**config.mk**
```make
export PLATFORM = sky130hd
export DESIGN_NAME = line_tracker_centroid
export DESIGN_NICKNAME = d
export VERILOG_FILES = /design/src/ltc_pkg.sv /design/src/ltc_front.sv /design/src/ltc_queue.sv /design/src/ltc_back.sv /design/src/line_tracker_centroid.sv
export SDC_FILE = /design/constraint.sdc
export NUM_CORES = 1
export LEC_CHECK = 0
export BUFFER_PORTS_ARGS = -buffer_cell sky130_fd_sc_hd__buf_4
export CORE_AREA = 2 2 203 255
export CTS_CLUSTER_SIZE = 10
export DETAILED_ROUTE_END_ITERATION = 16
export DIE_AREA = 0 0 205 257
export GPL_TIMING_DRIVEN = 0
export SYNTH_ARGS = -nofsm -noshare
export SYNTH_HDL_FRONTEND = slang
export SYNTH_HIERARCHICAL = 1
export SYNTH_SLANG_ARGS = --single-unit
```
**constraint.sdc**
```tcl
create_clock -name clk -period 6.6 [get_ports clk]
set_clock_uncertainty 0.15 [all_clocks]
set_input_delay 0.33 -clock clk [delete_from_list [all_inputs] [get_ports clk]]
set_output_delay 0.33 -clock clk [all_outputs]
set_load 0.02 [all_outputs]
```
**src/ltc_pkg.sv**
```systemverilog
`timescale 1ns / 1ps

package ltc_pkg;

    localparam int CHANNELS   = 5;
    localparam int HIST_W     = 3;
    localparam int VOTE_MIN   = 2;
    localparam int COUNT_W    = 3;
    localparam int WEIGHT_W   = 13;
    localparam int DEV_W      = 14;
    localparam int SUM_W      = 16;
    localparam int LIMIT_W    = 16;
    localparam int TICKS_W    = 16;
    localparam int CFG_IDX_W  = 8;
    localparam int CFG_DATA_W = 16;
    localparam int QDEPTH     = 2;
    localparam int QPTR_W     = $clog2(QDEPTH);
    localparam int QCNT_W     = $clog2(QDEPTH + 1);

    // ceil(2^16 / 3); exact floor division by three for magnitudes below 2^15.
    localparam logic [31:0] RECIP3 = 32'd21846;

    // Register indexes of the configuration port.
    localparam logic [CFG_IDX_W-1:0] REG_WEIGHT_ONE   = 8'd0;
    localparam logic [CFG_IDX_W-1:0] REG_DIR_INVERT   = 8'd5;
    localparam logic [CFG_IDX_W-1:0] REG_ACTIVE_LEVEL = 8'd6;
    localparam logic [CFG_IDX_W-1:0] REG_ABN_LIMIT    = 8'd7;

    // Weights -200, -100, 0, 100, 200 for channels 0 to 4.
    localparam logic [CHANNELS-1:0][WEIGHT_W-1:0] WEIGHT_RESET =
        {13'h00C8, 13'h0064, 13'h0000, 13'h1F9C, 13'h1F38};
    localparam logic [LIMIT_W-1:0] LIMIT_RESET = 16'd200;

    typedef enum logic [1:0] {
        ST_OK      = 2'd0,
        ST_LOST    = 2'd1,
        ST_ALL     = 2'd2,
        ST_SUSPECT = 2'd3
    } ltc_status_t;

    typedef struct packed {
        logic [CHANNELS-1:0] mask;
        logic [COUNT_W-1:0]  count;
    } ltc_item_t;

    typedef struct packed {
        logic [CHANNELS-1:0][WEIGHT_W-1:0] weight;
        logic                              invert;
        logic [LIMIT_W-1:0]                limit;
    } ltc_cfg_t;

endpackage

```
**src/ltc_front.sv**
```systemverilog
`timescale 1ns / 1ps

module ltc_front
(
    input  logic                          clk,
    input  logic                          rst_n,
    input  logic                          in_valid,
    output logic                          in_stall,
    input  logic [ltc_pkg::CHANNELS-1:0]  raw_levels,
    input  logic                          active_level,
    input  logic                          q_full,
    output logic                          q_push,
    output ltc_pkg::ltc_item_t            q_item
);

    logic [ltc_pkg::CHANNELS-1:0][ltc_pkg::HIST_W-1:0] hist_reg;
    logic [ltc_pkg::CHANNELS-1:0][ltc_pkg::HIST_W-1:0] hist_next;

    assign in_stall = q_full;
    assign q_push   = in_valid && !q_full;

    always_comb
    begin
        logic [ltc_pkg::COUNT_W-1:0] cnt;
        logic [1:0]                  ones;
        cnt = '0;
        for (int i = 0; i < ltc_pkg::CHANNELS; i++)
        begin
            hist_next[i] = {hist_reg[i][ltc_pkg::HIST_W-2:0],
                            raw_levels[i] == active_level};
            ones = 2'(hist_next[i][0]) + 2'(hist_next[i][1]) + 2'(hist_next[i][2]);
            q_item.mask[i] = (ones >= 2'(ltc_pkg::VOTE_MIN));
            cnt = cnt + ltc_pkg::COUNT_W'(q_item.mask[i]);
        end
        q_item.count = cnt;
    end

    always_ff @(posedge clk or negedge rst_n)
    begin
        if (!rst_n)
        begin
            hist_reg <= '0;
        end
        else if (q_push)
        begin
            hist_reg <= hist_next;
        end
    end

endmodule

```
**src/ltc_queue.sv**
```systemverilog
`timescale 1ns / 1ps

module ltc_queue
(
    input  logic               clk,
    input  logic               rst_n,
    input  logic               push,
    input  ltc_pkg::ltc_item_t push_item,
    output logic               full,
    input  logic               pop,
    output logic               not_empty,
    output ltc_pkg::ltc_item_t pop_item
);

    ltc_pkg::ltc_item_t                mem_reg [ltc_pkg::QDEPTH];
    logic [ltc_pkg::QPTR_W-1:0]        wr_ptr_reg;
    logic [ltc_pkg::QPTR_W-1:0]        rd_ptr_reg;
    logic [ltc_pkg::QCNT_W-1:0]        cnt_reg;
    logic [ltc_pkg::QCNT_W-1:0]        cnt_next;
    logic                              do_push;
    logic                              do_pop;

    assign full      = (cnt_reg == ltc_pkg::QCNT_W'(ltc_pkg::QDEPTH));
    assign not_empty = (cnt_reg != '0);
    assign pop_item  = mem_reg[rd_ptr_reg];
    assign do_push   = push && !full;
    assign do_pop    = pop && not_empty;

    always_comb
    begin
        cnt_next = cnt_reg;
        if (do_push && !do_pop)
        begin
            cnt_next = cnt_reg + 1'b1;
        end
        else if (do_pop && !do_push)
        begin
            cnt_next = cnt_reg - 1'b1;
        end
    end

    always_ff @(posedge clk)
    begin
        if (do_push)
        begin
            mem_reg[wr_ptr_reg] <= push_item;
        end
    end

    always_ff @(posedge clk or negedge rst_n)
    begin
        if (!rst_n)
        begin
            wr_ptr_reg <= '0;
            rd_ptr_reg <= '0;
            cnt_reg    <= '0;
        end
        else
        begin
            cnt_reg <= cnt_next;
            if (do_push)
            begin
                wr_ptr_reg <= (wr_ptr_reg == ltc_pkg::QPTR_W'(ltc_pkg::QDEPTH - 1)) ?
                              '0 : wr_ptr_reg + 1'b1;
            end
            if (do_pop)
            begin
                rd_ptr_reg <= (rd_ptr_reg == ltc_pkg::QPTR_W'(ltc_pkg::QDEPTH - 1)) ?
                              '0 : rd_ptr_reg + 1'b1;
            end
        end
    end

endmodule

```
**src/ltc_back.sv**
```systemverilog
`timescale 1ns / 1ps

module ltc_back
(
    input  logic                              clk,
    input  logic                              rst_n,
    input  ltc_pkg::ltc_cfg_t                 cfg,
    input  logic                              q_not_empty,
    input  ltc_pkg::ltc_item_t                q_item,
    output logic                              q_pop,
    output logic                              out_valid,
    input  logic                              out_stall,
    output logic signed [ltc_pkg::DEV_W-1:0]  deviation,
    output logic [ltc_pkg::CHANNELS-1:0]      active_mask,
    output logic [ltc_pkg::COUNT_W-1:0]       active_count,
    output logic [1:0]                        track_status
);

    typedef enum logic [3:0] {
        S_IDLE = 4'b0001,
        S_SUM  = 4'b0010,
        S_DIV  = 4'b0100,
        S_DONE = 4'b1000
    } state_t;

    state_t                             state_reg;
    state_t                             state_next;
    ltc_pkg::ltc_item_t                 item_reg;
    logic signed [ltc_pkg::SUM_W-1:0]   sum_reg;
    logic signed [ltc_pkg::SUM_W-1:0]   sum_next;
    logic [ltc_pkg::SUM_W-2:0]          quo_reg;
    logic [ltc_pkg::SUM_W-2:0]          quo_next;
    logic                               neg_reg;
    logic signed [ltc_pkg::DEV_W-1:0]   last_good_reg;
    logic [ltc_pkg::TICKS_W-1:0]        ticks_reg;
    logic [ltc_pkg::TICKS_W-1:0]        ticks_next;
    logic signed [ltc_pkg::DEV_W-1:0]   dev_next;
    ltc_pkg::ltc_status_t               status_next;
    logic                               partial;
    logic                               out_valid_reg;
    logic signed [ltc_pkg::DEV_W-1:0]   deviation_reg;
    logic [ltc_pkg::CHANNELS-1:0]       mask_reg;
    logic [ltc_pkg::COUNT_W-1:0]        count_reg;
    ltc_pkg::ltc_status_t               status_reg;
    logic                               load_out;

    assign out_valid    = out_valid_reg;
    assign deviation    = deviation_reg;
    assign active_mask  = mask_reg;
    assign active_count = count_reg;
    assign track_status = status_reg;

    assign q_pop    = (state_reg == S_IDLE) && q_not_empty;
    assign load_out = (state_reg == S_DONE) && (!out_valid_reg || !out_stall);

    always_comb
    begin
        state_next = state_reg;
        case (state_reg)
            S_IDLE: if (q_not_empty) state_next = S_SUM;
            S_SUM:  state_next = S_DIV;
            S_DIV:  state_next = S_DONE;
            S_DONE: if (load_out) state_next = S_IDLE;
            default: state_next = S_IDLE;
        endcase
    end

    // Masked weight sum, negated when the direction is inverted.
    always_comb
    begin
        logic signed [ltc_pkg::SUM_W-1:0] acc;
        acc = '0;
        for (int i = 0; i < ltc_pkg::CHANNELS; i++)
        begin
            if (item_reg.mask[i])
            begin
                acc = acc + ltc_pkg::SUM_W'(signed'(cfg.weight[i]));
            end
        end
        sum_next = cfg.invert ? -acc : acc;
    end

    // Magnitude divided by the active count (one to four); truncates toward zero.
    always_comb
    begin
        logic [ltc_pkg::SUM_W-1:0] neg_sum;
        logic [ltc_pkg::SUM_W-2:0] mag;
        logic [31:0]               prod;
        neg_sum = -sum_reg;
        mag     = sum_reg[ltc_pkg::SUM_W-1] ? neg_sum[ltc_pkg::SUM_W-2:0]
                                            : sum_reg[ltc_pkg::SUM_W-2:0];
        prod    = 32'(mag) * ltc_pkg::RECIP3;
        case (item_reg.count)
            3'd2:    quo_next = mag >> 1;
            3'd3:    quo_next = prod[30:16];
            3'd4:    quo_next = mag >> 2;
            default: quo_next = mag;
        endcase
    end

    always_comb
    begin
        logic [ltc_pkg::SUM_W-2:0] signed_quo;
        signed_quo = neg_reg ? -quo_reg : quo_reg;
        partial    = 1'b0;
        if (item_reg.count == '0)
        begin
            status_next = ltc_pkg::ST_LOST;
            dev_next    = last_good_reg;
        end
        else if (item_reg.count == ltc_pkg::COUNT_W'(ltc_pkg::CHANNELS))
        begin
            status_next = ltc_pkg::ST_ALL;
            dev_next    = '0;
        end
        else
        begin
            status_next = ltc_pkg::ST_OK;
            dev_next    = signed_quo[ltc_pkg::DEV_W-1:0];
            partial     = 1'b1;
        end
        if (partial)
        begin
            ticks_next = '0;
        end
        else
        begin
            ticks_next = (ticks_reg == '1) ? ticks_reg : ticks_reg + 1'b1;
        end
        if (ticks_next > cfg.limit)
        begin
            status_next = ltc_pkg::ST_SUSPECT;
        end
    end

    always_ff @(posedge clk)
    begin
        if (q_pop)
        begin
            item_reg <= q_item;
        end
        if (state_reg == S_SUM)
        begin
            sum_reg <= sum_next;
        end
        if (state_reg == S_DIV)
        begin
            quo_reg <= quo_next;
            neg_reg <= sum_reg[ltc_pkg::SUM_W-1];
        end
        if (load_out)
        begin
            deviation_reg <= dev_next;
            mask_reg      <= item_reg.mask;
            count_reg     <= item_reg.count;
            status_reg    <= status_next;
        end
    end

    always_ff @(posedge clk or negedge rst_n)
    begin
        if (!rst_n)
        begin
            state_reg     <= S_IDLE;
            out_valid_reg <= 1'b0;
            last_good_reg <= '0;
            ticks_reg     <= '0;
        end
        else
        begin
            state_reg <= state_next;
            if (load_out)
            begin
                out_valid_reg <= 1'b1;
                ticks_reg     <= ticks_next;
                if (partial)
                begin
                    last_good_reg <= dev_next;
                end
            end
            else if (!out_stall)
            begin
                out_valid_reg <= 1'b0;
            end
        end
    end

endmodule

```
**src/line_tracker_centroid.sv**
```systemverilog
`timescale 1ns / 1ps

// Five-channel line tracker. Each input transaction carries one tick of raw
// sensor levels and yields exactly one result transaction with the debounced
// mask, its count, a weighted-centroid deviation and a track status. The
// front end debounces and queues a tick in the cycle it is accepted, so input
// is taken whenever the two-entry queue has room; the back end then takes
// each tick through queue pop, weight sum, divide by the active count and
// result register load, and pops the next tick only once that result is
// loaded, which a stalled output holds off. Configuration writes are always
// ready and should only be issued while no tick is in flight.
module line_tracker_centroid
(
    input  logic                                clk,
    input  logic                                rst_n,
    input  logic                                in_valid,
    output logic                                in_stall,
    input  logic [ltc_pkg::CHANNELS-1:0]        raw_levels,
    output logic                                out_valid,
    input  logic                                out_stall,
    output logic signed [ltc_pkg::DEV_W-1:0]    deviation,
    output logic [ltc_pkg::CHANNELS-1:0]        active_mask,
    output logic [ltc_pkg::COUNT_W-1:0]         active_count,
    output logic [1:0]                          track_status,
    input  logic                                cfg_valid,
    output logic                                cfg_ready,
    input  logic [ltc_pkg::CFG_IDX_W-1:0]       cfg_index,
    input  logic [ltc_pkg::CFG_DATA_W-1:0]      cfg_data
);

    ltc_pkg::ltc_cfg_t  cfg_reg;
    logic               active_level_reg;
    logic               q_full;
    logic               q_push;
    logic               q_not_empty;
    logic               q_pop;
    ltc_pkg::ltc_item_t push_item;
    ltc_pkg::ltc_item_t pop_item;

    assign cfg_ready = 1'b1;

    always_ff @(posedge clk or negedge rst_n)
    begin
        if (!rst_n)
        begin
            cfg_reg.weight   <= ltc_pkg::WEIGHT_RESET;
            cfg_reg.invert   <= 1'b0;
            cfg_reg.limit    <= ltc_pkg::LIMIT_RESET;
            active_level_reg <= 1'b1;
        end
        else if (cfg_valid && cfg_ready)
        begin
            if (cfg_index < ltc_pkg::REG_DIR_INVERT)
            begin
                cfg_reg.weight[cfg_index[2:0]] <= cfg_data[ltc_pkg::WEIGHT_W-1:0];
            end
            else if (cfg_index == ltc_pkg::REG_DIR_INVERT)
            begin
                cfg_reg.invert <= cfg_data[0];
            end
            else if (cfg_index == ltc_pkg::REG_ACTIVE_LEVEL)
            begin
                active_level_reg <= cfg_data[0];
            end
            else if (cfg_index == ltc_pkg::REG_ABN_LIMIT)
            begin
                cfg_reg.limit <= cfg_data[ltc_pkg::LIMIT_W-1:0];
            end
        end
    end

    ltc_front u_front
    (
        .clk          (clk),
        .rst_n        (rst_n),
        .in_valid     (in_valid),
        .in_stall     (in_stall),
        .raw_levels   (raw_levels),
        .active_level (active_level_reg),
        .q_full       (q_full),
        .q_push       (q_push),
        .q_item       (push_item)
    );

    ltc_queue u_queue
    (
        .clk       (clk),
        .rst_n     (rst_n),
        .push      (q_push),
        .push_item (push_item),
        .full      (q_full),
        .pop       (q_pop),
        .not_empty (q_not_empty),
        .pop_item  (pop_item)
    );

    ltc_back u_back
    (
        .clk          (clk),
        .rst_n        (rst_n),
        .cfg          (cfg_reg),
        .q_not_empty  (q_not_empty),
        .q_item       (pop_item),
        .q_pop        (q_pop),
        .out_valid    (out_valid),
        .out_stall    (out_stall),
        .deviation    (deviation),
        .active_mask  (active_mask),
        .active_count (active_count),
        .track_status (track_status)
    );

endmodule

```
==> impl_metrics.tcl <==
set metrics [dict create \
    r2r_end "u_back/sum_reg[15]" \
    failed_checks "negative setup slack" \
    largest_reg_flops 82 \
    maxSlewViolCount 0 \
    setup_viol 20 \
    place_hpwl_um 35470 \
    clockRootBuffer "clkbuf_16" \
    num_vias 13670 \
    finalHoldViolations 0 \
    fill_cells 4718 \
    min_period_ns 7.093 \
    end_kind "flip-flop" \
    antenna_found_initial 0 \
    synth_seq_cells 211 \
    initialDrtViolationCount 501 \
    synth_compound_area_share_pct 15.04 \
    diodes 0 \
    crit_top_cell "ha_4" \
    r2r_slack_ns -0.49 \
    synth_top_cell_by_area "dfrtp_1" \
    reg2reg_from "u_back/item_reg[3]" \
    rows 92 \
    start_kind "flip-flop" \
    path_clk_slew_ns 0.06 \
    outcome "finished, violations left" \
    wire_per_inst_um 18.29 \
    setup_ws_ns -0.4929 \
    syn-num-nets 1979 \
    core_sq_um 50190 \
    yosys.area_share.xor_xnor_pct 5.289 \
    numCtsBuffers 27 \
    layout-drive-gt1-share_pct 30.63 \
    synth_cell_types 100 \
    tightest_slew_ns 0.9629 \
    clk_path_buf_depth 3 \
    ys.flop_type "dfrtp_1" \
    start_util_pct 34.83 \
    ys.warnings.count 6 \
    rsz0062_at_grt "true" \
    yosys-top-cells-area "dfrtp_1 15%, edfxtp_1 14%, ha_1 13%" \
    synth_common_cells "182 x ha_1, 144 x nand2_1, 124 x inv_1" \
    drv_cap 0 \
    layout.nets 2187 \
    post-route-period-util_pct 107.5 \
    pin_count 61 \
    worstPathArrival_ns 7.24 \
    first_pass_iters 5 \
    fp.dieH_um 257 \
    max_clock_freq_mhz 141.0 \
    grt_first_pass_wirelength_um 75160 \
    cts_max_level 1 \
    via_per_inst 5.296 \
    reg2reg_depth 31 \
    cts_sinks 211 \
    holdCritPathClass "input pin to flip-flop" \
    critPathMaxFanout 6 \
    synth-edff-count 79 \
    synth_simple_gate_area_share_pct 12.07 \
    synthArstFlopShare_pct 62.56 \
    portBuffers 59 \
    cts_tree "built" \
    synth.top_cell.area_share_pct 14.89 \
    postSynthCellCount 1694 \
    syn_area_per_cell_sq_um 10.32 \
    synth_top_family_by_area "adder cells" \
    drc_errors 0 \
    critPathKind "flip-flop to flip-flop" \
    syn_area_sq_um 17480 \
    synth-seq-area-share_pct 32.67 \
    grt_max_degree 76 \
    ant_nets 0 \
    synthAdderAreaFrac_pct 20.93 \
    cpPeakStageDelay_ns 0.46 \
    synth_most_common_cell "ha_1" \
    synthMuxAreaShare_pct 9.354 \
    max-slew-margin-rel_pct 35.57 \
    grt_pass1_vias 14460 \
    crit_path_end "u_back/sum_reg[15]" \
    grt_use_total_pct 17.87 \
    syn_to_final_growth_pct 26.90 \
    gp_congestion 0.9010 \
    required_ns 6.75 \
    crit_start "u_back/item_reg[3]" \
    crit_slowest_cell "or3b_2" \
    grt_overflow_total 0 \
    clock_latency_ns 0.56 \
    setup-tns-final_ns -5.538 \
    dieWidth_um 205 \
    dieArea_sq_um 52690 \
    wirelength_um 47210 \
]
## critical path, delay by kind of cell, from the launching register on
kind                       cells  cell delay (ns)
AOI/OAI and AO/OA             14             3.00
and+or+nand+nor                6             1.31
adders and majority gates      5             1.29
DFF                            1             0.33
buffers and inverters          3             0.25
xor gates and xnor gates       2             0.24
muxes                          1             0.22
## what timing repair did
item                                    CTS  global route
gates resized for setup                 154            98
buffers inserted                         82            19
hold endpoints to repair                133             0
gates cloned                              0             0
pin swaps                                92            80
endpoints found under the setup margin   24            23
hold buffers                             20             0
## per-layer routing
layer | track usage, % | vias up | routed length, um
met1 | 19.63 | 6718 | 18180
met5 | 0 | - | 0
met2 | 34.37 | 287 | 25570
met4 | 7.774 | 0 | 2185
li1 | - | 6544 | -
met3 | 1.634 | 120 | 1286
## cells in the final DEF, fill, tap and decap left out, types with 19 or more instances in the layout
| cell | netlist | layout |
|---|---|---|
| xnor2_1 | 56 | 44 |
| dlygate4sd3_1 | 0 | 20 |
| nand2b_1 | 27 | 26 |
| fa_1 | 69 | 67 |
| buf_6 | 8 | 23 |
| mux2_2 | 111 | 109 |
| ha_1 | 182 | 143 |
| a21oi_2 | 1 | 22 |
| clkbuf_16 | 0 | 27 |
| nand3_1 | 32 | 28 |
| clkbuf_1 | 23 | 36 |
| nand2_1 | 144 | 141 |
| inv_1 | 124 | 112 |
| ha_4 | 0 | 37 |
| buf_4 | 3 | 149 |
| nor2_1 | 83 | 77 |
| dfstp_2 | 28 | 28 |
| dfrtp_1 | 104 | 104 |
| a21o_1 | 20 | 20 |
| nor3_1 | 22 | 19 |
| xor2_1 | 47 | 41 |
| edfxtp_1 | 79 | 79 |
| o21ai_0 | 103 | 78 |
| a21oi_1 | 79 | 55 |
## per-stage QoR
| step | cell area, sq um | util [%] | cells | setup slack [ns] | hold WS (ns) |
|---|---|---|---|---|---|
| after floorplan | 17690 | - | 1694 | -0.06768 | -0.1156 |
| after CTS | 21530 | 42.89 | 2563 | -0.3910 | 0.003316 |
| final | 22180 | 44.20 | 2581 | -0.4929 | 0.02065 |
| after global routing | 22180 | 44.20 | 2581 | -0.7734 | 0.03480 |
| after detailed placement | 19030 | 37.91 | 2414 | -1.321 | 0.2656 |
| after global placement | 18960 | 37.77 | 2411 | -1.300 | 0.3013 |
## worst min-delay path by stage
stage                             from               endpoint  slack, ns  cells after the start
global route                  in_valid   u_front/hist_next[8]       0.03                      3
CTS                      raw_levels[4]  u_front/hist_next[13]      0.003                      3
detailed placement               rst_n   u_front/hist_next[2]       0.27                      1
floorplan                        rst_n             cfg_reg[0]      -0.12                      0
finish                   raw_levels[4]  u_front/hist_next[13]       0.02                      3
global placement    u_back/item_reg[7]  u_back/active_mask[4]       0.30                      0
## logic make-up after synthesis
| family | count (synthesis) |
|---|---|
| compound gates | 390 |
| xor+xnor | 104 |
| fa+ha+maj | 251 |
| buf+inv | 174 |
| flops | 211 |
| mux | 143 |
| other cells | 1 |
| simple gates | 420 |
## layout make-up
cell class / instances / area, sq um / area share [%]
buffer: 49 / 346.6 / 1.562
clock buffer: 44 / 759.5 / 3.424
clock inverter: 6 / 72.57 / 0.3271
inverter: 124 / 475.5 / 2.143
multi-input combinational: 1309 / 12520 / 56.45
sequential: 211 / 5710 / 25.74
tap: 658 / 823.3 / 3.711
timing repair buffer: 180 / 1474 / 6.644
Power is not shown: default switching activity piles up to over one toggle a cycle in this logic, so the estimate is an artifact.
